### src/hdl/rks_pkg.sv
// Shared constants, command codes and status bundle for the range k-th
// smallest block. No dependencies.
package rks_pkg;

  localparam int ADDR_W = 14;                 // element index
  localparam int NUM_ELEMENTS = 1 << ADDR_W;
  localparam int IDX_W = 7;                   // position inside a block
  localparam int BLOCK_SIZE = 1 << IDX_W;
  localparam int BLK_W = ADDR_W - IDX_W;      // block number
  localparam int VAL_W = 31;
  localparam int CNT_W = ADDR_W + 1;
  localparam int BIT_W = 5;
  localparam int LOHI_W = IDX_W + 1;

  localparam logic FUNC_UPDATE = 1'b0;
  localparam logic FUNC_QUERY  = 1'b1;

  typedef logic [4:0] cmd_t;
  localparam cmd_t CMD_NONE      = 5'd0;
  localparam cmd_t CMD_LOAD      = 5'd1;
  localparam cmd_t CMD_CLR       = 5'd2;
  localparam cmd_t CMD_RD_OLD    = 5'd3;
  localparam cmd_t CMD_BS_UINIT  = 5'd4;
  localparam cmd_t CMD_BS_RD     = 5'd5;
  localparam cmd_t CMD_BS_CMP    = 5'd6;
  localparam cmd_t CMD_CLAMP     = 5'd7;
  localparam cmd_t CMD_DN_RD     = 5'd8;
  localparam cmd_t CMD_DN_CMP    = 5'd9;
  localparam cmd_t CMD_UP_RD     = 5'd10;
  localparam cmd_t CMD_UP_CMP    = 5'd11;
  localparam cmd_t CMD_UPD_WR    = 5'd12;
  localparam cmd_t CMD_PASS_INIT = 5'd13;
  localparam cmd_t CMD_BLK       = 5'd14;
  localparam cmd_t CMD_SC_RD     = 5'd15;
  localparam cmd_t CMD_SC_CMP    = 5'd16;
  localparam cmd_t CMD_BS_ADD    = 5'd17;
  localparam cmd_t CMD_DECIDE    = 5'd18;
  localparam cmd_t CMD_OUT       = 5'd19;

  typedef struct packed {
    logic is_query;
    logic clr_last;
    logic bs_done;
    logic i_zero;
    logic i_top;
    logic dn_move;
    logic up_move;
    logic empty;
    logic p_past;
    logic whole;
    logic scan_last;
    logic bit_zero;
  } stat_t;

endpackage

### src/hdl/rks_ctrl.sv
// Sequencer for clear pass, update insertion and bitwise query search.
// Depends on rks_pkg.
module rks_ctrl (
  input  logic            clk,
  input  logic            rst_n,
  input  logic            start,
  input  logic            in_func,
  input  rks_pkg::stat_t  stat,
  output rks_pkg::cmd_t   cmd,
  output logic            busy
);
  import rks_pkg::*;

  localparam logic [4:0] S_CLR    = 5'd0;
  localparam logic [4:0] S_IDLE   = 5'd1;
  localparam logic [4:0] S_U_RD   = 5'd2;
  localparam logic [4:0] S_U_INIT = 5'd3;
  localparam logic [4:0] S_BS_RD  = 5'd4;
  localparam logic [4:0] S_BS_CMP = 5'd5;
  localparam logic [4:0] S_CLAMP  = 5'd6;
  localparam logic [4:0] S_DN_RD  = 5'd7;
  localparam logic [4:0] S_DN_CMP = 5'd8;
  localparam logic [4:0] S_UP_RD  = 5'd9;
  localparam logic [4:0] S_UP_CMP = 5'd10;
  localparam logic [4:0] S_U_WR   = 5'd11;
  localparam logic [4:0] S_Q_PASS = 5'd12;
  localparam logic [4:0] S_Q_BLK  = 5'd13;
  localparam logic [4:0] S_SC_RD  = 5'd14;
  localparam logic [4:0] S_SC_CMP = 5'd15;
  localparam logic [4:0] S_Q_ADD  = 5'd16;
  localparam logic [4:0] S_Q_DEC  = 5'd17;
  localparam logic [4:0] S_Q_OUT  = 5'd18;

  logic [4:0] state_r, state_nxt;

  assign busy = (state_r != S_IDLE);

  always_comb begin
    state_nxt = state_r;
    cmd       = CMD_NONE;
    case (state_r)
      S_CLR: begin
        cmd = CMD_CLR;
        if (stat.clr_last) state_nxt = S_IDLE;
      end
      S_IDLE: begin
        if (start) begin
          cmd       = CMD_LOAD;
          state_nxt = (in_func == FUNC_QUERY) ? S_Q_PASS : S_U_RD;
        end
      end
      S_U_RD: begin
        cmd       = CMD_RD_OLD;
        state_nxt = S_U_INIT;
      end
      S_U_INIT: begin
        cmd       = CMD_BS_UINIT;
        state_nxt = S_BS_RD;
      end
      S_BS_RD: begin
        if (stat.bs_done) begin
          state_nxt = stat.is_query ? S_Q_ADD : S_CLAMP;
        end else begin
          cmd       = CMD_BS_RD;
          state_nxt = S_BS_CMP;
        end
      end
      S_BS_CMP: begin
        cmd       = CMD_BS_CMP;
        state_nxt = S_BS_RD;
      end
      S_CLAMP: begin
        cmd       = CMD_CLAMP;
        state_nxt = S_DN_RD;
      end
      S_DN_RD: begin
        if (stat.i_zero) begin
          state_nxt = S_UP_RD;
        end else begin
          cmd       = CMD_DN_RD;
          state_nxt = S_DN_CMP;
        end
      end
      S_DN_CMP: begin
        cmd       = CMD_DN_CMP;
        state_nxt = stat.dn_move ? S_DN_RD : S_UP_RD;
      end
      S_UP_RD: begin
        if (stat.i_top) begin
          state_nxt = S_U_WR;
        end else begin
          cmd       = CMD_UP_RD;
          state_nxt = S_UP_CMP;
        end
      end
      S_UP_CMP: begin
        cmd       = CMD_UP_CMP;
        state_nxt = stat.up_move ? S_UP_RD : S_U_WR;
      end
      S_U_WR: begin
        cmd       = CMD_UPD_WR;
        state_nxt = S_IDLE;
      end
      S_Q_PASS: begin
        cmd       = CMD_PASS_INIT;
        state_nxt = stat.empty ? S_Q_DEC : S_Q_BLK;
      end
      S_Q_BLK: begin
        if (stat.p_past) begin
          state_nxt = S_Q_DEC;
        end else begin
          cmd       = CMD_BLK;
          state_nxt = stat.whole ? S_BS_RD : S_SC_RD;
        end
      end
      S_SC_RD: begin
        cmd       = CMD_SC_RD;
        state_nxt = S_SC_CMP;
      end
      S_SC_CMP: begin
        cmd       = CMD_SC_CMP;
        state_nxt = stat.scan_last ? S_Q_BLK : S_SC_RD;
      end
      S_Q_ADD: begin
        cmd       = CMD_BS_ADD;
        state_nxt = S_Q_BLK;
      end
      S_Q_DEC: begin
        cmd       = CMD_DECIDE;
        state_nxt = stat.bit_zero ? S_Q_OUT : S_Q_PASS;
      end
      S_Q_OUT: begin
        cmd       = CMD_OUT;
        state_nxt = S_IDLE;
      end
      default: state_nxt = S_IDLE;
    endcase
  end

  always_ff @(posedge clk) begin
    if (!rst_n) begin
      state_r <= S_CLR;
    end else begin
      state_r <= state_nxt;
    end
  end
endmodule
### config.mk
export PLATFORM = sky130hd
export DESIGN_NAME = rks_ctrl
export DESIGN_NICKNAME = d
export VERILOG_FILES = /design/src/hdl/rks_pkg.sv /design/src/hdl/rks_ctrl.sv
export SDC_FILE = /design/constraint.sdc
export NUM_CORES = 1
export LEC_CHECK = 0
export CELL_PAD_IN_SITES_DETAIL_PLACEMENT = 1
export CELL_PAD_IN_SITES_GLOBAL_PLACEMENT = 1
export CORE_MARGIN = 5
export CORE_UTILIZATION = 41
export CTS_BUF_LIST = sky130_fd_sc_hd__clkbuf_4 sky130_fd_sc_hd__clkbuf_8
export CTS_CLUSTER_DIAMETER = 30
export DETAILED_ROUTE_END_ITERATION = 16
export DONT_BUFFER_PORTS = 1
export GPL_TIMING_DRIVEN = 0
export HOLD_SLACK_MARGIN = 0.02
export PLACE_DENSITY_LB_ADDON = 0.25
export SLEW_MARGIN = 40
export SYNTH_ARGS = -nofsm -noshare
export SYNTH_HDL_FRONTEND = slang
export SYNTH_SLANG_ARGS = --single-unit
### constraint.sdc
create_clock -name clk -period 1.62 [get_ports clk]
set_clock_uncertainty 0.2 [all_clocks]
set_input_delay 0.081 -clock clk [delete_from_list [all_inputs] [get_ports clk]]
set_output_delay 0.081 -clock clk [all_outputs]
set_load 0.01 [all_outputs]
==> results of run 1 <==
==> cell families after synthesis <==
| family | after synthesis | share of synthesized area [%] |
|---|---|---|
| XOR/XNOR | 1 | 1.12 |
| AO/OA/AOI/OAI | 43 | 41.5 |
| buffers and inverters | 14 | 9.13 |
| multiplexers | 2 | 2.56 |
| flip-flops | 5 | 12.8 |
| AND/OR/NAND/NOR | 46 | 32.9 |
==> stage by stage <==
stage	hold WS (ns)	util, %
2_1_floorplan	-0.00131	-
3_5_place_dp	0.0214	47.8
4_1_cts	0.0236	68.5
3_3_place_gp	0.0275	47.8
==> repair_timing <==
item	CTS
pin swaps	8
endpoints found under the hold margin	5
setup endpoints to repair	11
gates resized for setup	38
buffers inserted	13
hold buffers	9
==> impl_metrics.py, run 1 <==
metrics = {
    "clocking": {
        "clk_root_buffer_cell": "clkbuf_4",
        "htreeDepth": 1,
        "clockBufferDepth": 2,
        "numCtsBuffers": 3,
        "cts.sinks": 5,
    },
    "status": {
        "status": "did not finish",
        "stop_error": "[ERROR DPL-0033] detailed placement checks failed during check placement.",
        "stop_stage": "global routing",
    },
    "synthesis": {
        "netlist_instances": 111,
        "yosys_warnings": 0,
        "synth_ff_type": "dfxtp_1",
        "ys_seq_elements": 5,
        "syn_area_per_cell_um2": 7.03,
        "synth_area_leader_cell": "dfxtp_1",
        "synth_area_leaders": "dfxtp_1 (13%), nand2b_1 (6.4%), a21oi_1 (4.5%)",
        "netlist_top_cells_count": "nand2_1 (9), nand2b_1 (8), a21oi_1 (7), nor2_1 (7)",
        "synth_area_um2": 781,
        "yosys.area.top_type_share_pct": 12.8,
        "synthArstFlopShare_pct": 0,
        "synth-seq-area-share_pct": 12.8,
        "yosysUniqueCellTypes": 49,
        "synth.most_common_cell": "nand2_1",
        "synth_edf_count": 0,
        "synthesis.nets": 127,
    },
    "grt": {
        "grt_start_max_net_pins": 11,
        "antenna_found_initial": 0,
    },
    "placed_design": {
        "gp_congestion": 0.877,
        "dp_slack_ns": -0.302,
        "place_hpwl_um": 2260,
        "place_area_um2": 843,
        "portBuffers": 0,
        "dp_cells": 136,
    },
    "sta": {
        "worst-ep-kind": "register input",
        "crit_endpoint": "state_r[1]$_SDFFE_PN0P_/D",
    },
    "floorplan": {
        "io_pins": 22,
        "die_h_um": 53.6,
        "die_w_um": 53.6,
        "rows": 15,
        "initial_core_util_pct": 44.3,
    },
}
==> run 2, diff against run 1 <==
- CELL_PAD_IN_SITES_DETAIL_PLACEMENT: 1 -> not set
- CELL_PAD_IN_SITES_GLOBAL_PLACEMENT: 1 -> not set
- CORE_AREA: not set -> 5 5 66 68
- CORE_MARGIN: 5 -> not set
- CORE_UTILIZATION: 41 -> not set
- CTS_BUF_LIST: sky130_fd_sc_hd__clkbuf_4 sky130_fd_sc_hd__clkbuf_8 -> not set
- CTS_CLUSTER_DIAMETER: 30 -> not set
- DIE_AREA: not set -> 0 0 71 73
- HOLD_SLACK_MARGIN: 0.02 -> not set
- PLACE_DENSITY_LB_ADDON: 0.25 -> 0.15
- clock period: 1.62 -> 2.1 ns (I/O delays scaled with it)
==> run 2 against run 1 <==
Against the previous run:
- the flow now finishes without violations
- synthesized cell count did not move
- area after synthesis is the same
==> impl_metrics.py, run 2 <==
metrics = {
    "floorplan": {
        "rows": 23,
        "io_pins": 22,
        "design.core.area_mm2": 0.00380,
        "die_h_um": 73,
        "die_area_mm2": 0.00518,
        "die_w_um": 71,
        "initial_core_util_pct": 20.6,
    },
    "synthesis": {
        "netlist_top_cells_count": "nand2_1 (9), nand2b_1 (8), a21oi_1 (7), nor2_1 (7)",
        "synth_compound_area_share_pct": 41.5,
        "synth_area_um2": 781,
        "synth_top_family_by_area": "compound AO/OA/AOI/OAI gates",
        "synth-seq-area-share_pct": 12.8,
        "yosysUniqueCellTypes": 49,
        "netlist_instances": 111,
        "syn_area_per_cell_um2": 7.03,
        "synth_area_leaders": "dfxtp_1 (13%), nand2b_1 (6.4%), a21oi_1 (4.5%)",
        "synthesis.nets": 127,
        "yosys_warnings": 0,
        "ys_seq_elements": 5,
        "synth.most_common_cell": "nand2_1",
        "synth_mux_area_share_pct": 2.56,
        "synth_fa_ha_area_share_pct": 0,
        "synth-simple-area-share_pct": 32.9,
        "synthArstFlopShare_pct": 0,
        "synth_ff_type": "dfxtp_1",
        "synth_area_leader_cell": "dfxtp_1",
        "synth_xor_area_share_pct": 1.12,
        "yosys.area.top_type_share_pct": 12.8,
        "synth_edf_count": 0,
    },
    "grt": {
        "use_met1_pct": 14.8,
        "antenna_found_initial": 0,
        "grt-ovfl-total": 0,
        "gr-usage-all-layers_pct": 10.9,
        "grt_start_max_net_pins": 20,
        "grt_pass1_vias": 872,
        "busiest_layer": "met2",
        "grt_use_met3_pct": 3.99,
        "globalRouteMet2Util_pct": 16.6,
        "grt_pass1_wl_um": 4490,
    },
    "placed_design": {
        "gp_congestion": 0.851,
        "dp_cells": 161,
        "portBuffers": 0,
        "place_hpwl_um": 2260,
    },
    "worst_setup_path": {
        "cp_common_cell": "buf_4",
        "start_kind": "register",
        "cp_cell_sequence": "buf_4, buf_4, nand2_1, a2111o_1, o21ai_0",
        "arrival_ns": 1.69,
        "cp_max_fo": 10,
        "endpoint_kind": "primary output",
        "rr_startpoint": "state_r[3]",
        "path_class": "register to primary output",
        "cpMaxStageDelayCell": "a2111o_1",
        "cp-startpoint": "state_r[0]",
        "critPathRequiredTime_ns": 1.79,
        "critical-path-max-stage-delay_ns": 0.44,
    },
    "cells_and_area": {
        "drive_gt1_share_pct": 14.2,
        "final-seq-area_um2": 100,
        "final_cells": 170,
        "reg_top3": "state_r: 5 flops",
        "mostFrequentLayoutCells": "nand2_1 (9), nand2b_1 (8), nor2_1 (7), a21oi_1 (7)",
        "fill_cells": 445,
        "antenna_cells": 0,
        "final_nets": 137,
        "final_common_cell": "nand2_1",
        "area_growth_pct": 21.8,
        "top_register": "state_r",
        "multi_input_area_um2": 609,
        "largest_reg_flops": 5,
    },
    "sta": {
        "slew_violations": 0,
        "finalSetupViolCount": 0,
        "slew_headroom_pct": 58.2,
        "post-route-period-util_pct": 95.1,
        "period_needed_ns": 2.00,
        "fmax_mhz": 501,
        "whs_ns": 0.000354,
        "rsz0062_at_grt": "false",
        "tightest_slew_ns": 0.618,
        "hold_viol_final": 0,
        "final.setup.tns_ns": 0,
    },
    "routing": {
        "wl_per_cell_um": 16.6,
        "avgViaCountPerCell": 5.49,
        "drtAntennaViolNets": 0,
        "firstDrtPassIters": 4,
        "drc_errors": 0,
        "route.vias.total": 933,
        "routed_wl_um": 2830,
        "drt-initial-drc-count": 55,
    },
    "clocking": {
        "clk_root_buffer_cell": "clkbuf_8",
        "clock_latency_ns": 0.22,
        "clockBufferDepth": 2,
        "numCtsBuffers": 3,
        "cts_tree": "yes",
        "path_clk_slew_ns": 0.03,
        "htreeDepth": 1,
        "cts.sinks": 5,
    },
    "power_and_ir_drop": {
        "vdd_drop_max_uv": 384,
        "power.leakage_nw": 0.313,
        "p_per_area_mw_per_mm2": 393,
    },
    "run": {
        "max_cap_violations": 0,
    },
    "status": {
        "status": "complete, no violations",
    },
    "worst_hold_path": {
        "hold_start": "stat[0]",
        "min_path_type": "primary input to register",
    },
}
==> run 2: cell counts after synthesis <==
Identical to the previous run, type by type.
==> run 2: logic make-up after synthesis <==
| logic type | count (synthesis) |
|---|---|
| AO/OA/AOI/OAI | 43 |
| XOR/XNOR | 1 |
| buffers and inverters | 14 |
| flip-flops | 5 |
| multiplexers | 2 |
| AND/OR/NAND/NOR | 46 |
==> run 2: final timing paths <==
| path | to | slack, ns | depth (start not counted) |
|---|---|---|---|
| max | cmd[2] | 0.10 | 5 |
| min | state_r[4] | 0.0004 | 2 |
| max reg2reg | state_r[2] | 0.15 | 5 |
| min reg2reg | state_r[0] | 0.52 | 3 |
==> run 2: layout make-up <==
class	count	share of cell area [%]
Multi-Input combinational cell	92	64.1
Clock buffer	4	4.74
Tap cell	50	6.58
Timing Repair Buffer	6	6.32
Inverter	4	1.58
Sequential cell	5	10.5
Buffer	9	6.18
==> run 2: where the power goes <==
group          internal, mW  switching [mW]  total (mW)
Clock                 0.130          0.0450       0.175
Combinational        0.0439          0.0535      0.0973
Sequential           0.0982         0.00274       0.101
==> run 2: worst max-delay path, delay by kind of cell (launching register included) <==
kind / cells / cell delay (ns)
simple gates: 1 / 0.12
flops: 1 / 0.37
buf+inv: 2 / 0.38
compound gates: 2 / 0.61
==> run 2: metrics by stage <==
step                power (mW)  instance area (µm²)  util, %  setup slack, ns
global route             0.402                  951     25.0          0.00806
CTS                      0.377                  946     24.9           0.0381
floorplan                0.168                  781        -            0.387
global placement         0.188                  843     22.2            0.100
detailed placement       0.186                  843     22.2            0.157
finish                   0.373                  951     25.0            0.104
==> run 2: what timing repair did <==
item / CTS / global route
hold endpoints to repair: 5 / 0
setup endpoints to repair: 2 / 5
setup buffers: 0 / 0
hold buffers: 6 / 0
gates resized for setup: 1 / 5
==> run 2: metal layers <==
metal,part of all wire [%],vias up
met3,8.6,2
met4,0.071,0
li1,-,443
met1,44,441
met5,0,-
met2,47,47
(Power assumes the default switching activity.)
==> run 3, diff against run 2 <==
- SETUP_SLACK_MARGIN: not set -> 0.4
==> run 3 against run 2 <==
Against the previous run:
- non-clock buffer count rose by 16
- wire length is 12% higher
- combinational power is 39% higher
- critical path type unchanged
- largest power group unchanged
==> impl_metrics.py, run 3 (synthesis results as in run 2) <==
metrics = {
    "floorplan": {
        "die_area_mm2": 0.00518,
        "die_w_um": 71,
        "initial_core_util_pct": 20.6,
        "design.core.area_mm2": 0.00380,
        "die_h_um": 73,
        "rows": 23,
        "io_pins": 22,
    },
    "run": {
        "max_cap_violations": 0,
    },
    "worst_setup_path": {
        "r2r_setup_slack_ns": 0.22,
        "endpoint": "cmd[3]",
        "cp_max_fo": 4,
        "critPathBufInv": 3,
        "r2r_cells": 8,
        "r2r_end": "state_r[3]",
        "arrival_ns": 1.60,
        "cpMaxStageDelayCell": "a2111o_1",
        "cp-startpoint": "state_r[1]",
        "path_delay_family": "compound AO/OA/AOI/OAI gates",
        "critPathRequiredTime_ns": 1.79,
        "crit_cells": 7,
        "rr_startpoint": "state_r[1]",
        "cp_cell_sequence": "buf_6, buf_8, buf_8, nor2_2, nor2_1, a2111o_1, o211ai_1",
        "cp_common_cell": "buf_8",
        "start_kind": "register",
        "endpoint_kind": "primary output",
        "path_class": "register to primary output",
        "critical-path-max-stage-delay_ns": 0.42,
    },
    "power_and_ir_drop": {
        "p_per_area_mw_per_mm2": 320,
        "total_power_mw": 0.411,
        "p_sw_mw": 0.119,
        "power.leakage_nw": 0.447,
        "switching_share_pct": 28.9,
        "vdd_drop_max_uv": 289,
        "p_comb_share_pct": 32.7,
        "pwr-share-clk_pct": 42.8,
        "seqPwrFrac_pct": 24.4,
        "p_int_mw": 0.292,
    },
    "placed_design": {
        "dp_slack_ns": 0.149,
        "place_hpwl_um": 2230,
        "portBuffers": 0,
        "gp_congestion": 0.812,
    },
    "sta": {
        "setup_slack_ns": 0.194,
        "rsz0062_at_grt": "true",
        "tightest_slew_ns": 0.375,
        "post-route-period-util_pct": 90.7,
        "finalSetupViolCount": 0,
        "final.setup.tns_ns": 0,
        "slew_headroom_pct": 75.0,
        "slew_violations": 0,
        "period_needed_ns": 1.91,
        "hold_viol_final": 0,
        "fmax_mhz": 525,
    },
    "clocking": {
        "htreeDepth": 1,
        "clk_root_buffer_cell": "clkbuf_8",
        "cts_tree": "yes",
        "clockBufferDepth": 2,
        "numCtsBuffers": 3,
        "clock_latency_ns": 0.22,
        "path_clk_slew_ns": 0.04,
        "cts.sinks": 5,
    },
    "cells_and_area": {
        "mostFrequentLayoutCells": "buf_4 (13), buf_6 (9), nand2b_1 (8), nand2_1 (7)",
        "area_growth_pct": 64.7,
        "fill_cells": 420,
        "final_common_cell": "buf_4",
        "final_nets": 153,
        "antenna_cells": 0,
        "reg_top3": "state_r: 5 flops",
        "drive_gt1_share_pct": 42.6,
        "top_register": "state_r",
        "largest_reg_flops": 5,
    },
    "routing": {
        "route.vias.total": 1007,
        "drtAntennaViolNets": 0,
        "routed_wl_um": 3150,
        "avgViaCountPerCell": 5.41,
        "wl_per_cell_um": 17.0,
        "firstDrtPassIters": 4,
        "drt-initial-drc-count": 31,
        "drc_errors": 0,
    },
    "grt": {
        "grt-ovfl-total": 0,
        "antenna_found_initial": 0,
        "gr-usage-all-layers_pct": 11.8,
        "grt_start_max_net_pins": 11,
        "grt_pass1_wl_um": 4870,
        "grt_pass1_vias": 941,
    },
    "status": {
        "status": "complete, no violations",
    },
    "worst_hold_path": {
        "hold_start": "stat[6]",
        "min_path_type": "primary input to register",
    },
}
==> run 3: changes by cell type in the layout (fill, tap and decap cells not counted), moves of 3 or more <==
cell,previous run,this run
dfxtp_2,0,4
buf_8,0,3
nor2_1,7,3
nor2_4,0,3
buf_4,3,13
buf_2,3,0
dfxtp_1,5,0
buf_6,1,9
==> run 3: metrics by stage <==
step	std cells	util, %	instance area (µm²)	hold slack (ns)
2_1_floorplan	111	-	783	0.0227
3_3_place_gp	161	22.3	846	0.0544
3_5_place_dp	161	22.3	846	0.0546
4_1_cts	180	30.0	1140	0.00686
5_1_grt	186	33.9	1290	0.0352
6_report	186	33.9	1290	0.0226
==> run 3: what timing repair did <==
action	CTS	global route
gates resized for setup	35	22
pin swaps	6	6
hold buffers	6	0
setup buffers	9	6
endpoints found under the setup margin	10	10
endpoints found under the hold margin	5	0
==> run 3: power by group through the flow <==
stage	Combinational [mW]	Clock [mW]	Sequential (mW)
finish	0.135	0.176	0.101
global route	0.144	0.187	0.101
CTS	0.114	0.180	0.102
detailed placement	0.0836	0	0.102
global placement	0.0860	0	0.102
floorplan	0.0673	0	0.101
==> run 3: final cells by class <==
cell class	instances	area, µm²	share of cell area, %
Multi-Input combinational cell	92	749	58.3
Tap cell	50	62.6	4.86
Clock inverter	1	5.00	0.389
Clock buffer	3	41.3	3.21
Timing Repair Buffer	21	188	14.6
Buffer	10	116	9.05
Sequential cell	5	109	8.46
Inverter	4	15.0	1.17
==> run 3: worst min path at each step <==
stage | slack [ns] | cells after the start | end
6_report | 0.02 | 3 | state_r[2]
3_5_place_dp | 0.05 | 1 | state_r[4]
5_1_grt | 0.04 | 3 | state_r[4]
4_1_cts | 0.007 | 3 | state_r[2]
3_3_place_gp | 0.05 | 1 | state_r[4]
2_1_floorplan | 0.02 | 1 | state_r[4]
==> run 3: metal layers <==
| metal | vias up | track usage [%] | part of all wire [%] |
|---|---|---|---|
| li1 | 473 | - | - |
| met1 | 493 | 14.0 | 42 |
| met2 | 35 | 21.5 | 51 |
| met3 | 6 | 3.31 | 5.3 |
| met4 | 0 | 1.46 | 2.2 |
| met5 | - | 0 | 0 |
==> run 3: worst register-to-register path, cell delays in order (launching register included) <==
cell	delay [ns]
dfxtp_2	0.31
buf_6	0.12
buf_8	0.12
buf_8	0.12
buf_4	0.13
buf_6	0.11
o41ai_4	0.39
buf_4	0.20
a311oi_2	0.04
==> run 4, diff against run 3 <==
- PLACE_DENSITY_LB_ADDON: 0.15 -> 0.2
==> run 4 against run 3 <==
Against the previous run:
- die area unchanged
- maximum frequency up 0.36%
- via count down 5.3%
- count of clock-buffer cells in the layout unchanged
- worst hold slack about the same
- clock power about the same
- largest cell class unchanged
- global-route usage up 0.27 points
- combinational power down 9.6%
- first-iteration DRC count rose to 2.7 times the previous value
- core utilization down 3.0 points
- setup slack better by 0.0068 ns
- design area down 8.9%
==> impl_metrics.py, run 4 (synthesis results as in run 2) <==
metrics = {
    "run": {
        "max_cap_violations": 0,
    },
    "clocking": {
        "cts.sinks": 5,
        "htreeDepth": 1,
        "path_clk_slew_ns": 0.04,
        "clockBufferDepth": 2,
        "clk_root_buffer_cell": "clkbuf_8",
        "cts_tree": "yes",
        "clock_latency_ns": 0.22,
        "numCtsBuffers": 3,
    },
    "sta": {
        "fmax_mhz": 527,
        "whs_ns": 0.0225,
        "hold_viol_final": 0,
        "final.setup.tns_ns": 0,
        "period_needed_ns": 1.90,
        "slew_violations": 0,
        "post-route-period-util_pct": 90.4,
        "rsz0062_at_grt": "true",
        "slew_headroom_pct": 72.8,
        "setup_slack_ns": 0.201,
        "tightest_slew_ns": 0.407,
        "finalSetupViolCount": 0,
    },
    "cells_and_area": {
        "final_nets": 145,
        "mostFrequentLayoutCells": "nand2b_1 (8), nand2_1 (7), a21oi_1 (7), buf_4 (7), dlygate4sd3_1 (6)",
        "antenna_cells": 0,
        "largest_reg_flops": 5,
        "area_growth_pct": 50.0,
        "reg_top3": "state_r: 5 flops",
        "final_common_cell": "nand2b_1",
        "fill_cells": 425,
        "drive_gt1_share_pct": 38.3,
        "top_register": "state_r",
    },
    "power_and_ir_drop": {
        "power.leakage_nw": 0.399,
        "p_per_area_mw_per_mm2": 339,
        "total_power_mw": 0.397,
        "vdd_drop_max_uv": 186,
    },
    "routing": {
        "routed_wl_um": 3050,
        "route.vias.total": 954,
        "drc_errors": 0,
        "drt-initial-drc-count": 85,
        "drtAntennaViolNets": 0,
        "wl_per_cell_um": 17.1,
        "firstDrtPassIters": 5,
        "avgViaCountPerCell": 5.36,
    },
    "floorplan": {
        "initial_core_util_pct": 20.6,
        "die_w_um": 71,
        "design.core.area_mm2": 0.00380,
        "io_pins": 22,
        "die_h_um": 73,
        "die_area_mm2": 0.00518,
        "rows": 23,
    },
    "grt": {
        "antenna_found_initial": 0,
        "grt-ovfl-total": 0,
        "grt_pass1_wl_um": 5030,
        "grt_pass1_vias": 1000,
        "grt_start_max_net_pins": 11,
        "gr-usage-all-layers_pct": 12.0,
    },
    "status": {
        "status": "complete, no violations",
    },
    "worst_setup_path": {
        "arrival_ns": 1.59,
        "cp_max_fo": 4,
        "start_kind": "register",
        "path_class": "register to primary output",
        "endpoint_kind": "primary output",
        "critPathRequiredTime_ns": 1.79,
    },
    "worst_hold_path": {
        "min_path_type": "primary input to register",
    },
    "placed_design": {
        "portBuffers": 0,
        "place_hpwl_um": 2230,
        "dp_slack_ns": 0.158,
        "gp_congestion": 0.839,
    },
}
-- run 4: changes by cell type in the layout (fill, tap and decap cells not counted), sizes merged --
cell    change
clkbuf      +2
buf        -10
-- run 4: metrics by stage --
stage	area [µm²]	std cells	util, %
after global placement	846	161	22.3
after global routing	1170	178	30.8
after CTS	1110	177	29.2
final	1170	178	30.8
after floorplan	783	111	-
after detailed placement	846	161	22.3
-- run 4: power by group --
| group | internal, mW | switching [mW] | total (mW) |
|---|---|---|---|
| logic | 0.0583 | 0.0636 | 0.122 |
| registers | 0.0974 | 0.00338 | 0.101 |
| clock network | 0.127 | 0.0473 | 0.175 |
-- run 4: cell type report --
class	count	area [µm²]	share of cell area, %
clock buffer	3	41.3	3.53
tap	50	62.6	5.34
buffer	10	123	10.5
timing repair buffer	13	113	9.62
inverter	4	15.0	1.28
clock inverter	1	5.00	0.427
sequential	5	108	9.19
multi-input combinational	92	704	60.1
-- run 4: worst paths after layout --
kind / cells after the start / end / slack [ns] / start
setup / recovery: 7 / cmd[3] / 0.20 / state_r[1]
hold / removal: 3 / state_r[2] / 0.02 / stat[6]
setup reg to reg: 5 / state_r[3] / 0.26 / state_r[1]
hold reg to reg: 4 / state_r[1] / 0.55 / state_r[1]
-- run 4: repair_timing --
action,4_1_cts,5_1_grt
hold endpoints to repair,5,0
buffers inserted,6,1
endpoints found under the setup margin,10,10
resized for setup,33,17
hold buffers,6,0
pin swaps,5,5
-- run 4: worst max-delay path: stages (launching register included) --
cell and delay [ns]:
dfxtp_2 0.31, buf_6 0.12, buf_8 0.12, buf_8 0.12
nor2_2 0.06, nor2_1 0.04, a2111o_1 0.41, o211ai_1 0.18
-- run 4: metal layers --
| layer | vias up | track usage [%] | share of wire, % |
|---|---|---|---|
| met4 | 0 | 1.67 | 0.82 |
| met3 | 4 | 4.55 | 8.2 |
| met2 | 41 | 21.0 | 49 |
| met5 | - | 0 | 0 |
| li1 | 456 | - | - |
| met1 | 453 | 14.4 | 42 |
